[src/gac_pkg.sv]
`timescale 1ns / 1ps
// Shared types, sizes and codes of the glyph atlas cache.
// Depends on nothing; every other file of the block imports it.
package gac_pkg;

   localparam int TEXTURE_SIZE   = 1024;
   localparam int MAX_SHELVES    = 64;
   localparam int TABLE_SLOTS    = 1024;
   localparam int FONT_KEY_BYTES = 8;

   localparam int POS_W  = $clog2(TEXTURE_SIZE);
   localparam int DIM_W  = POS_W + 1;
   localparam int SUM_W  = DIM_W + 2;
   localparam int SLOT_W = $clog2(TABLE_SLOTS);
   localparam int SH_W   = (MAX_SHELVES > 1) ? $clog2(MAX_SHELVES) : 1;
   localparam int SC_W   = $clog2(MAX_SHELVES + 1);
   localparam int USED_LIMIT = TABLE_SLOTS * 3 / 4;

   localparam int HASH_BYTES = FONT_KEY_BYTES + 8;
   localparam int HKEY_W     = HASH_BYTES * 8;
   localparam int HCNT_W     = $clog2(HASH_BYTES);
   localparam logic [31:0] FNV_BASIS = 32'd2166136261;
   localparam logic [31:0] FNV_PRIME = 32'd16777619;

   localparam logic [1:0] ACT_LOOKUP    = 2'd0;
   localparam logic [1:0] ACT_INSERT    = 2'd1;
   localparam logic [1:0] ACT_EMPTY     = 2'd2;
   localparam logic [1:0] ACT_UNDEFINED = 2'd3;

   localparam logic [2:0] RES_OK        = 3'd0;
   localparam logic [2:0] RES_MISS      = 3'd1;
   localparam logic [2:0] RES_BAD_SIZE  = 3'd2;
   localparam logic [2:0] RES_TOO_LARGE = 3'd3;
   localparam logic [2:0] RES_FULL      = 3'd4;

   typedef struct packed {
      logic [1:0]         action;
      logic [63:0]        font_key;
      logic [31:0]        glyph_index;
      logic [31:0]        color;
      logic [10:0]        glyph_width;
      logic [10:0]        glyph_height;
      logic signed [15:0] offset_x;
      logic signed [15:0] offset_y;
      logic               is_centered;
   } req_type;

   typedef struct packed {
      logic [2:0]         status;
      logic [9:0]         region_x;
      logic [9:0]         region_y;
      logic [10:0]        region_w;
      logic [10:0]        region_h;
      logic signed [15:0] stored_offset_x;
      logic signed [15:0] stored_offset_y;
      logic               stored_centered;
      logic               evicted;
   } rsp_type;

   typedef struct packed {
      logic [9:0]         region_x;
      logic [9:0]         region_y;
      logic [10:0]        region_w;
      logic [10:0]        region_h;
      logic signed [15:0] offset_x;
      logic signed [15:0] offset_y;
      logic               centered;
   } attr_type;

   typedef struct packed {
      logic        valid;
      logic [63:0] font_key;
      logic [31:0] glyph_index;
      logic [31:0] color;
      attr_type    attrs;
   } slot_type;

   typedef struct packed {
      logic [POS_W-1:0] top;
      logic [POS_W-1:0] height;
      logic [DIM_W-1:0] cursor;
   } shelf_type;

   typedef struct packed {
      logic        done;
      logic [31:0] hash;
   } hash_rsp_type;

endpackage

[src/gac_fnv.sv]
`timescale 1ns / 1ps
// Iterative FNV-1a hash unit: one key byte and one multiply per cycle.
// Depends on gac_pkg.
module gac_fnv (
   input  logic                  clock,
   input  logic                  reset,
   input  logic                  start,
   input  gac_pkg::req_type      key,
   output gac_pkg::hash_rsp_type result
);
   import gac_pkg::*;

   logic [31:0]       hash_ff;
   logic [HKEY_W-1:0] bytes_ff;
   logic [HCNT_W-1:0] cnt_ff;
   logic              busy_ff;
   logic              done_ff;
   logic [31:0]       mixed;
   logic [31:0]       hash_in;

   assign mixed   = hash_ff ^ {24'd0, bytes_ff[7:0]};
   assign hash_in = mixed * FNV_PRIME;

   always_ff @(posedge clock) begin
      if (reset) begin
         busy_ff <= 1'b0;
         done_ff <= 1'b0;
      end else begin
         done_ff <= 1'b0;
         if (start) begin
            hash_ff  <= FNV_BASIS;
            bytes_ff <= {key.color, key.glyph_index, key.font_key[FONT_KEY_BYTES*8-1:0]};
            cnt_ff   <= '0;
            busy_ff  <= 1'b1;
         end else if (busy_ff) begin
            hash_ff  <= hash_in;
            bytes_ff <= bytes_ff >> 8;
            cnt_ff   <= cnt_ff + 1'b1;
            if (cnt_ff == HCNT_W'(HASH_BYTES - 1)) begin
               busy_ff <= 1'b0;
               done_ff <= 1'b1;
            end
         end
      end
   end

   assign result.done = done_ff;
   assign result.hash = hash_ff;

endmodule

[config.mk]
export PLATFORM = sky130hd
export DESIGN_NAME = gac_fnv
export DESIGN_NICKNAME = d
export VERILOG_FILES = /design/src/gac_pkg.sv /design/src/gac_fnv.sv
export SDC_FILE = /design/constraint.sdc
export NUM_CORES = 1
export LEC_CHECK = 0
export ABC_AREA = 1
export BUFFER_PORTS_ARGS = -buffer_cell sky130_fd_sc_hd__buf_2
export CAP_MARGIN = 10
export CORE_MARGIN = 1
export CORE_UTILIZATION = 49
export DETAILED_ROUTE_END_ITERATION = 8
export PLACE_DENSITY = 0.72
export SLEW_MARGIN = 10
export SYNTH_ARGS = -nofsm -noshare
export SYNTH_HDL_FRONTEND = slang
export SYNTH_SLANG_ARGS = --single-unit
[constraint.sdc]
create_clock -name clock -period 26.9 [get_ports clock]
set_input_delay 1.345 -clock clock [delete_from_list [all_inputs] [get_ports clock]]
set_output_delay 1.345 -clock clock [all_outputs]
set_load 0.05 [all_outputs]
# Yosys cells after proc, flatten, opt, wreduce, memory -nomap -nowiden

Index checks and enable logic that the tools add are counted.

Shift-type cells: 0
Reduce and logical (&&, ||, !) cells: 3
Bitwise logic cells: 3
Mux-type cells: 8
Add/sub/neg operators: 1
Divide/modulo/power cells: 0
$mul: 1
$lt $le $gt $ge: 0
Equality and inequality tests: 1

Operators with widths:

| kind                                                                  | number |
|---|---|
| 128-bit 2-to-1 mux                                                    | 2 |
| 32-bit by 25-bit multiplier with 32-bit output, second input constant | 1 |
| 32-bit 2-to-1 mux                                                     | 1 |
| 32-bit by 8-bit bitwise XOR with 32-bit output                        | 1 |
| 4-bit by 1-bit adder with 4-bit output, second input constant         | 1 |
| 4-bit equality test, second input constant                            | 1 |
| 1-bit 2-to-1 mux                                                      | 4 |
| 4-bit 2-to-1 mux                                                      | 1 |
| 3-bit OR reduction                                                    | 1 |
| 1-bit inverter                                                        | 2 |
| 2-bit AND reduction                                                   | 1 |
| 2-bit nonzero test                                                    | 1 |

Memory bits (read-only): 0
Bits in latches: 0
Word-level logic and storage cells: 22
RAM bits: 0
Memories kept: 0
Output and inout bits: 33
Register bits: 166

# Depth between registers and ports, before layout

Gate-level depths: netlist (run 1).

Word-level depth: 4
Depth in mapped cells: 28
Gate-level depth less buffers: 28

# Least setup slack after synthesis (run 1)

No wires, ideal clock.

Path type: input-to-reg
Start point: input port start
End point: register bytes_ff[0], enable pin
Cell stages on the path: 3
Path slack: 16.771 ns
Setup time: 0.746 ns
Required time: 26.154 ns
Arrival: 9.384 ns
Cells stage by stage: inv_2 > clkbuf_1 > a21oi_1

Cells in the longest elaborated chain, start to end: 2

RTL lines:

| item                          | RTL line      | source |
|---|---|---|
| start: declaration            | gac_fnv.sv:7  | `input logic start,` |
| 2-bit nonzero test (no line)  | n/a           |  |
| 2-bit AND reduction (no line) | n/a           |  |
| end signal: assignment        | gac_fnv.sv:32 | `bytes_ff <= {key.color, key.glyph_index, key.font_key[FONT_KEY_BYTES*8-1:0]};` |
| end signal: assignment        | gac_fnv.sv:37 | `bytes_ff <= bytes_ff >> 8;` |
| end: declaration              | gac_fnv.sv:14 | `logic [HKEY_W-1:0] bytes_ff;` |

Every way passes these cells.
A chain may end at the register's enable or synchronous reset.

# Worst setup path in the final report (run 1)

Start point: register bytes_ff[5]
End point: register hash_ff[31], data pin

Cells in the longest elaborated chain, start to end: 3

RTL lines:

| item                                           | RTL line      | source |
|---|---|---|
| 32-bit by 8-bit bitwise XOR with 32-bit output | gac_fnv.sv:21 | `assign mixed = hash_ff ^ {24'd0, bytes_ff[7:0]};` |
| 32-bit by 25-bit multiplier with 32-bit output | gac_fnv.sv:22 | `assign hash_in = mixed * FNV_PRIME;` |
| 32-bit 2-to-1 mux                              | gac_fnv.sv:35 | `end else if (busy_ff) begin` |
| end signal: assignment                         | gac_fnv.sv:36 | `hash_ff <= hash_in;` |
| end: declaration                               | gac_fnv.sv:13 | `logic [31:0] hash_ff;` |

Every way passes these cells. The select of a mux whose other input is x is not followed.

==> metrics.csv, run 1 <==
stage,metric,value,unit
sta,period_minus_slack,5430,ps
placed_design,dpl.hpwl,22500,µm
logic_synthesis,synthSimpleGateAreaFrac,0.203,
finish,syn_to_final_growth,13.3,%
detailed_routing,routed_via_density,4.90,
finish,finalNetCount,2082,
logic_synthesis,synthAdderAreaFrac,0.288,
clock_tree,cts_resized,0,
critical_path,crit_buf_inv,5,
logic_synthesis,yosys_warnings,0,
critical_path,slowest_stage,xor2_1,
grt,grt_max_degree,102,
logic_synthesis,synth_top_family_by_area,adder cells,
grt,gr-usage-all-layers,0.220,
die,dieArea,27300,µm²
critical_path,required,27060,ps
sta,rsz0062_at_grt,no,
detailed_routing,drc,0,
critical_path,rr_worst_depth,22,
logic_synthesis,synth.most_common_cell,nand2_1,
clock_tree,post_cts_buffers,0,
flow_run,maxCapViolCount,0,
clock_tree,ctsHoldBuffers,0,
detailed_routing,drtIter0Drc,572,
sta,fmax,184,MHz
die,rows,59,
detailed_routing,wl,29000,µm
logic_synthesis,synth.distinct_cells,31,
grt,grtUsageMet1,0.271,
die,die_x,165,µm
logic_synthesis,synth_compound_area_frac,0.0273,
placed_design,globalplace.congestion,0.946,
critical_path,critPathTopFamily,adder cells,
outcome,outcome,completed,
logic_synthesis,synth.avg_cell_area,8.79,µm²
placed_design,io_buffers,163,
logic_synthesis,synth_commonest_cells,"nand2_1 (536), inv_1 (266), ha_1 (182)",
finish,drive_above_1_share,0.128,
logic_synthesis,synth-edff-count,164,
sta,setup_violations,0,
logic_synthesis,synthFlopType,edfxtp_1,
critical_path,cp-startpoint,bytes_ff[5],
logic_synthesis,ys_seq_area_frac,0.381,
grt,grt_util_met3,0.0415,
critical_path,r2r-start,bytes_ff[5],
logic_synthesis,synth_area_leader_cell,edfxtp_1,
critical_path,slowest_delay,650,ps
clock_tree,tritoncts,built,
grt,grt.overflow.total,0,
grt,grt-busiest-layer,met2,
grt,grt_util_met2,0.390,
die,die_h,165,µm
clock_tree,clk_latency,430,ps
critical_path,r2r_setup_slack,21470,ps
sta,fin_ws,21470,ps
grt,first_global_vias,9502,
critical_path,end_kind,flop,
sta,finClkSkew,11.2,ps
sta,setup_tns,0,ps
critical_path,crit_path_end,hash_ff[31],
clock_tree,cts.sinks,166,
die,fp.coreArea,26100,µm²
critical_path,reg2reg_to,hash_ff[31],
sta,slew-limit-headroom,0.270,
critical_path,crit_path_max_fanout,5,
sta,fin_crit_sh,0.202,
min_path,worst_hold_startpoint,bytes_ff[46],
logic_synthesis,syn-cell-area,13000,µm²
critical_path,path_depth,22,
logic_synthesis,synth.area.top_cells,"edfxtp_1 (38%), ha_1 (17%), nand2_1 (15%)",
clock_tree,cts_root_buf,clkbuf_16,
critical_path,cp_data_arrival_time,5590,ps
detailed_routing,dr.pass1.iters,5,
finish,finalCoreUtilization,0.567,
grt,grt_pass1_wl,45800,µm
sta,finalMaxSlewViolations,0,
die,initial_core_util,0.500,
clock_tree,h-tree-depth,4,
placed_design,dp_slack,21490,ps
sta,tightest_slew,1090,ps
logic_synthesis,synth-seq-cells,166,
logic_synthesis,synth_xor_area_frac,0.0134,
die,ios,221,
clock_tree,numCtsBuffers,17,
logic_synthesis,synthesis.nets,1927,
detailed_routing,route.antenna.remaining_nets,0,
logic_synthesis,synth_cells,1483,
critical_path,worstSetupPathType,flop to flop,
logic_synthesis,synthArstFlopShare,0,
detailed_routing,vias,9730,
clock_tree,clock_path_buffers,2,
sta,finalHoldViolations,0,
critical_path,path_cells,"xor2_1, ha_1, ha_1, fa_1, ha_1, inv_1, fa_1, inv_1, ha_1, inv_1, fa_1, inv_1, ha_1, nand2_1, nor2_1, nand3_1, nand3_1, nand2_1, nand2_1, inv_1, nand2_1, nand3_1",
detailed_routing,post_drt_wl_per_cell,14.6,µm
clock_tree,clk_pin_slew,70,ps
logic_synthesis,synth_mux_area_frac,0,
min_path,hold_class,flop to flop,
logic_synthesis,yosys.area.top_type_share,0.378,
finish,fill_cells,2331,
grt,antenna_found_initial,2,
critical_path,worstSetupStartpointType,flop,
[layout make-up]
cell class / count / area [µm²] / share of cell area
tap: 335 / 419 / 0.0284
timing repair buffer: 168 / 856 / 0.0579
sequential: 166 / 4960 / 0.336
clock inverter: 14 / 146 / 0.00991
antenna: 1 / 2.50 / 0.000169
multi-input combinational: 1018 / 6950 / 0.470
inverter: 267 / 1000 / 0.0680
clock buffer: 18 / 429 / 0.0291
[tightest hold or removal path: stages (launching register included)]
cell and delay [ps]:
edfxtp_1 320, nand2_1 50, nand2_1 40
[registers in the layout, summed over array words and instances, names as in the netlist]
| signal | count |
|---|---|
| busy_ff | 1 |
| hash_ff | 32 |
| done_ff | 1 |
| cnt_ff | 4 |
| bytes_ff | 128 |
[layout by cell type (no fill, tap or decap)]
cell	count
o21ai_1	2
inv_8	4
xnor2_1	8
nand2_1	536
clkbuf_16	17
nand3b_1	1
a21o_1	1
nand3_2	2
nor3_2	2
o21bai_1	3
o21a_1	4
nand2_2	2
buf_4	6
clkinv_8	1
a21oi_1	38
nor2_2	1
inv_4	1
inv_12	1
nor4_1	1
dfxtp_1	2
ha_1	182
clkinv_4	1
buf_2	162
fa_1	74
diode_2	1
xor2_1	12
clkinvlp_4	1
clkbuf_1	1
inv_1	266
nor2_1	80
nand4_1	5
o21ai_0	18
inv_6	6
a21oi_4	1
nor3_1	6
or2_1	2
or2_2	3
nand3_1	34
edfxtp_1	164
[routing by layer]
layer | share of wire | wire length, µm
met4 | 0.020 | 582
met5 | 0.00079 | 23
met1 | 0.42 | 12300
met2 | 0.50 | 14600
met3 | 0.051 | 1470
[cell families (layout without fill, tap and decap cells)]
family,count (synthesis),after routing
DFF,166,166
AOI/OAI and AO/OA,67,67
xor gates and xnor gates,20,20
buffers and inverters,299,467
other,0,1
and+or+nand+nor,675,675
adders and majority gates,256,256
[worst min path at each step]
| stage | endpoint | slack, ps | cells past startpoint |
|---|---|---|---|
| 3_5_place_dp | bytes_ff[58] | 490 | 2 |
| 2_1_floorplan | done_ff | 420 | 2 |
| 4_1_cts | bytes_ff[38] | 510 | 2 |
| 3_3_place_gp | bytes_ff[44] | 490 | 2 |
| 6_report | bytes_ff[38] | 510 | 2 |
| 5_1_grt | bytes_ff[19] | 530 | 2 |
[stage by stage]
step                      cells  cell area [µm²]  hold WS, ps
after CTS                  1986            14800          511
final                      1987            14800          511
after detailed placement   1954            14200          495
after global placement     1954            14200          490
after global routing       1986            14800          527
after floorplan            1483            13000          421
Power of run 1 is not shown: default switching activity piles up to over one toggle a cycle in this logic, so the estimate is an artifact.
==> run 2: changes to the inputs <==
--- a/config.mk
+++ b/config.mk
@@ -5,13 +5,13 @@
 export SDC_FILE = /design/constraint.sdc
 export NUM_CORES = 1
 export LEC_CHECK = 0
-export ABC_AREA = 1
+export ABC_AREA = 0
 export BUFFER_PORTS_ARGS = -buffer_cell sky130_fd_sc_hd__buf_2
 export CAP_MARGIN = 10
 export CORE_MARGIN = 1
 export CORE_UTILIZATION = 49
 export DETAILED_ROUTE_END_ITERATION = 8
-export PLACE_DENSITY = 0.72
+export PLACE_DENSITY = 0.75
 export SLEW_MARGIN = 10
 export SYNTH_ARGS = -nofsm -noshare
 export SYNTH_HDL_FRONTEND = slang
==> constraint.sdc (replaced) <==
create_clock -name clock -period 4.7 [get_ports clock]
set_input_delay 0.235 -clock clock [delete_from_list [all_inputs] [get_ports clock]]
set_output_delay 0.235 -clock clock [all_outputs]
set_load 0.05 [all_outputs]
==> run 2 against run 1 <==
  * The flow now finishes with violations (setup timing)
  * Register-to-register slack got worse by 22000 ps
  * Flip-flop and latch count unchanged
  * Via count decreased by 15%
  * Die area decreased by 4.5%
  * Synthesized area decreased by 4.6%
  * Worst hold slack got worse by 470 ps
  * Cell count decreased by 18%
  * Wire length decreased by 4.3%
  * Fmax increased by 0.46%
  * Global-route usage increased by 0.24 points
  * Highest routed layer unchanged
==> metrics.csv, run 2 <==
stage,metric,value,unit,change
finish,regMostFlops,bytes_ff,,unchanged
logic_synthesis,synth_commonest_cells,"inv_1 (188), ha_1 (182), edfxtp_1 (164)",,"was nand2_1 (536), inv_1 (266), ha_1 (182)"
critical_path,path_cells,"xnor2_2, inv_2, ha_4, ha_4, fa_1, ha_2, fa_1, ha_1, inv_1, fa_1, inv_2, ha_4, a211oi_2, o21ai_1, a221o_1, a221o_2, a21o_1, a21oi_2, mux2_4",,"was xor2_1, ha_1, ha_1, fa_1, ha_1, inv_1, fa_1, inv_1, ha_1, inv_1, fa_1, inv_1, ha_1, nand2_1, nor2_1, nand3_1, nand3_1, nand2_1, nand2_1, inv_1, nand2_1, nand3_1"
detailed_routing,post_drt_wl_per_cell,17.1,µm,was 14.6 µm
detailed_routing,vias,8243,,was 9730
logic_synthesis,synth.area.top_cells,"edfxtp_1 (40%), ha_1 (18%), fa_1 (12%)",,"was edfxtp_1 (38%), ha_1 (17%), nand2_1 (15%)"
sta,finClkSkew,20.6,ps,was 11.2 ps
logic_synthesis,synth.most_common_cell,inv_1,,was nand2_1
sta,tightest_slew,822,ps,was 1090 ps
sta,finalHoldViolations,0,,unchanged
die,ios,221,,unchanged
critical_path,crit_buf_inv,3,,was 5
placed_design,io_buffers,163,,unchanged
clock_tree,cts_root_buf,clkbuf_16,,unchanged
finish,final_common_cell,inv_1,,was nand2_1
critical_path,required,4880,ps,was 27060 ps
finish,reg_top3,"bytes_ff (128), hash_ff (32), cnt_ff (4)",,unchanged
clock_tree,clock_path_buffers,2,,unchanged
grt,grt_max_degree,83,,was 102
critical_path,cp_data_arrival_time,5580,ps,was 5590 ps
logic_synthesis,yosys.area.top_type_share,0.396,,was 0.378
flow_run,maxCapViolCount,0,,unchanged
sta,setup_violations,18,,was 0
die,rows,57,,was 59
outcome,violations,setup timing,,
clock_tree,h-tree-depth,4,,unchanged
finish,drive_above_1_share,0.412,,was 0.128
sta,finalMaxSlewViolations,0,,unchanged
die,die_h,161,µm,was 165 µm
sta,fin_crit_sh,1.15,,was 0.202
logic_synthesis,synth.avg_cell_area,12.5,µm²,was 8.79 µm²
logic_synthesis,synth_cells,995,,was 1483
logic_synthesis,syn-cell-area,12400,µm²,was 13000 µm²
grt,first_global_vias,8888,,was 9502
clock_tree,numCtsBuffers,17,,unchanged
placed_design,globalplace.congestion,0.896,,was 0.946
logic_synthesis,yosys_warnings,0,,unchanged
outcome,outcome,"finished, violations left",,was completed
finish,fill_cells,1827,,was 2331
finish,syn_to_final_growth,26.7,%,was 13.3%
critical_path,critPathTopFamily,adder cells,,unchanged
die,initial_core_util,0.506,,was 0.500
clock_tree,clk_pin_slew,80,ps,was 70 ps
finish,final_cell_mix,"inv_1 (177), edfxtp_1 (164), buf_2 (162)",,"was nand2_1 (536), inv_1 (266), ha_1 (182)"
detailed_routing,drtIter0Drc,385,,was 572
critical_path,slowest_delay,500,ps,was 650 ps
critical_path,worstSetupStartpointType,flop,,unchanged
die,fp.coreArea,24600,µm²,was 26100 µm²
die,die_x,161,µm,was 165 µm
logic_synthesis,synthesis.nets,1439,,was 1927
logic_synthesis,synthFlopType,edfxtp_1,,unchanged
grt,grt_pass1_wl,44800,µm,was 45800 µm
sta,slew-limit-headroom,0.452,,was 0.270
detailed_routing,drc,0,,unchanged
logic_synthesis,synthArstFlopShare,0,,unchanged
clock_tree,cts.sinks,166,,unchanged
detailed_routing,wl,27700,µm,was 29000 µm
logic_synthesis,synth-seq-cells,166,,unchanged
placed_design,dpl.hpwl,21200,µm,was 22500 µm
detailed_routing,route.antenna.remaining_nets,0,,unchanged
sta,fmax,185,MHz,was 184 MHz
critical_path,end_kind,flop,,unchanged
grt,antenna_found_initial,5,,was 2
critical_path,crit_path_max_fanout,3,,was 5
critical_path,slowest_stage,fa_1,,was xor2_1
sta,period_minus_slack,5410,ps,was 5430 ps
logic_synthesis,synth-edff-count,164,,unchanged
critical_path,worstSetupPathType,flop to flop,,unchanged
logic_synthesis,ys_seq_area_frac,0.399,,was 0.381
grt,grt.overflow.total,0,,unchanged
logic_synthesis,synth_area_leader_cell,edfxtp_1,,unchanged
finish,largest_register_ff_count,128,,unchanged
grt,gr-usage-all-layers,0.223,,was 0.220
clock_tree,clk_latency,440,ps,was 430 ps
logic_synthesis,synth.distinct_cells,51,,was 31
die,dieArea,26000,µm²,was 27300 µm²
placed_design,dp_slack,-766,ps,was 21490 ps
sta,rsz0062_at_grt,yes,,was no
sta,setup_tns,-7750,ps,was 0 ps
clock_tree,tritoncts,built,,unchanged
finish,finalNetCount,1728,,was 2082
detailed_routing,routed_via_density,5.08,,was 4.90
min_path,hold_class,input pin to flop,,was flop to flop
sta,fin_ws,-707,ps,was 21470 ps
detailed_routing,dr.pass1.iters,4,,was 5
-- run 2: changes by cell type in the layout (fill, tap and decap cells not counted), sizes merged, moves of 32 or more --
cell | before | now
nand2 | 538 | 23
nor2 | 81 | 26
buf | 168 | 294
nand3 | 36 | 4
inv | 278 | 197
mux2 | 0 | 121
-- run 2: layout make-up --
class                           count  area (µm²)  area share
Sequential cell                   166        4960       0.315
Multi-Input combinational cell    616        7230       0.459
Antenna cell                        1        2.50    0.000159
Tap cell                          324         405      0.0257
Clock buffer                       17         425      0.0270
Timing Repair Buffer              294        1870       0.118
Clock inverter                     15         159      0.0101
Inverter                          189         712      0.0451
-- run 2: kinds of logic after synthesis --
| logic type | Yosys count | synth area share |
|---|---|---|
| compound gates | 86 | 0.0458 |
| simple gates | 101 | 0.0418 |
| flops | 166 | 0.399 |
| buf+inv | 213 | 0.0653 |
| mux | 121 | 0.110 |
| fa+ha+maj | 256 | 0.302 |
| xor+xnor | 52 | 0.0366 |
-- run 2: metrics by stage --
| stage | util | hold slack (ps) | std cells | area [µm²] |
|---|---|---|---|---|
| global route | 0.641 | 27.0 | 1622 | 15800 |
| CTS | 0.632 | 16.8 | 1614 | 15500 |
| finish | 0.641 | 36.1 | 1622 | 15800 |
| floorplan | - | 314 | 995 | 12600 |
| detailed placement | 0.593 | 475 | 1571 | 14600 |
| global placement | 0.593 | 466 | 1571 | 14600 |
-- run 2: timing repair --
action / in CTS / in global routing
hold buffers: 0 / 0
setup buffers: 11 / 10
resized for setup: 53 / 41
setup endpoints to repair: 20 / 20
pin swaps: 41 / 32
-- run 2: final timing paths --
kind	from	slack, ps	endpoint	depth (start not counted)
max	hash_ff[2]	-710	hash_ff[22]	19
min	reset	40	busy_ff	2
max reg2reg	hash_ff[2]	-710	hash_ff[22]	19
min reg2reg	busy_ff	500	done_ff	1
-- run 2: layer usage --
| metal | global-route usage | up-vias | part of all wire |
|---|---|---|---|
| li1 | - | 4025 | - |
| met1 | 0.274 | 3991 | 0.42 |
| met2 | 0.387 | 189 | 0.50 |
| met3 | 0.0547 | 30 | 0.053 |
| met4 | 0.0643 | 8 | 0.022 |
| met5 | 0 | - | 0.0019 |
Power of run 2 is left out for the same reason.
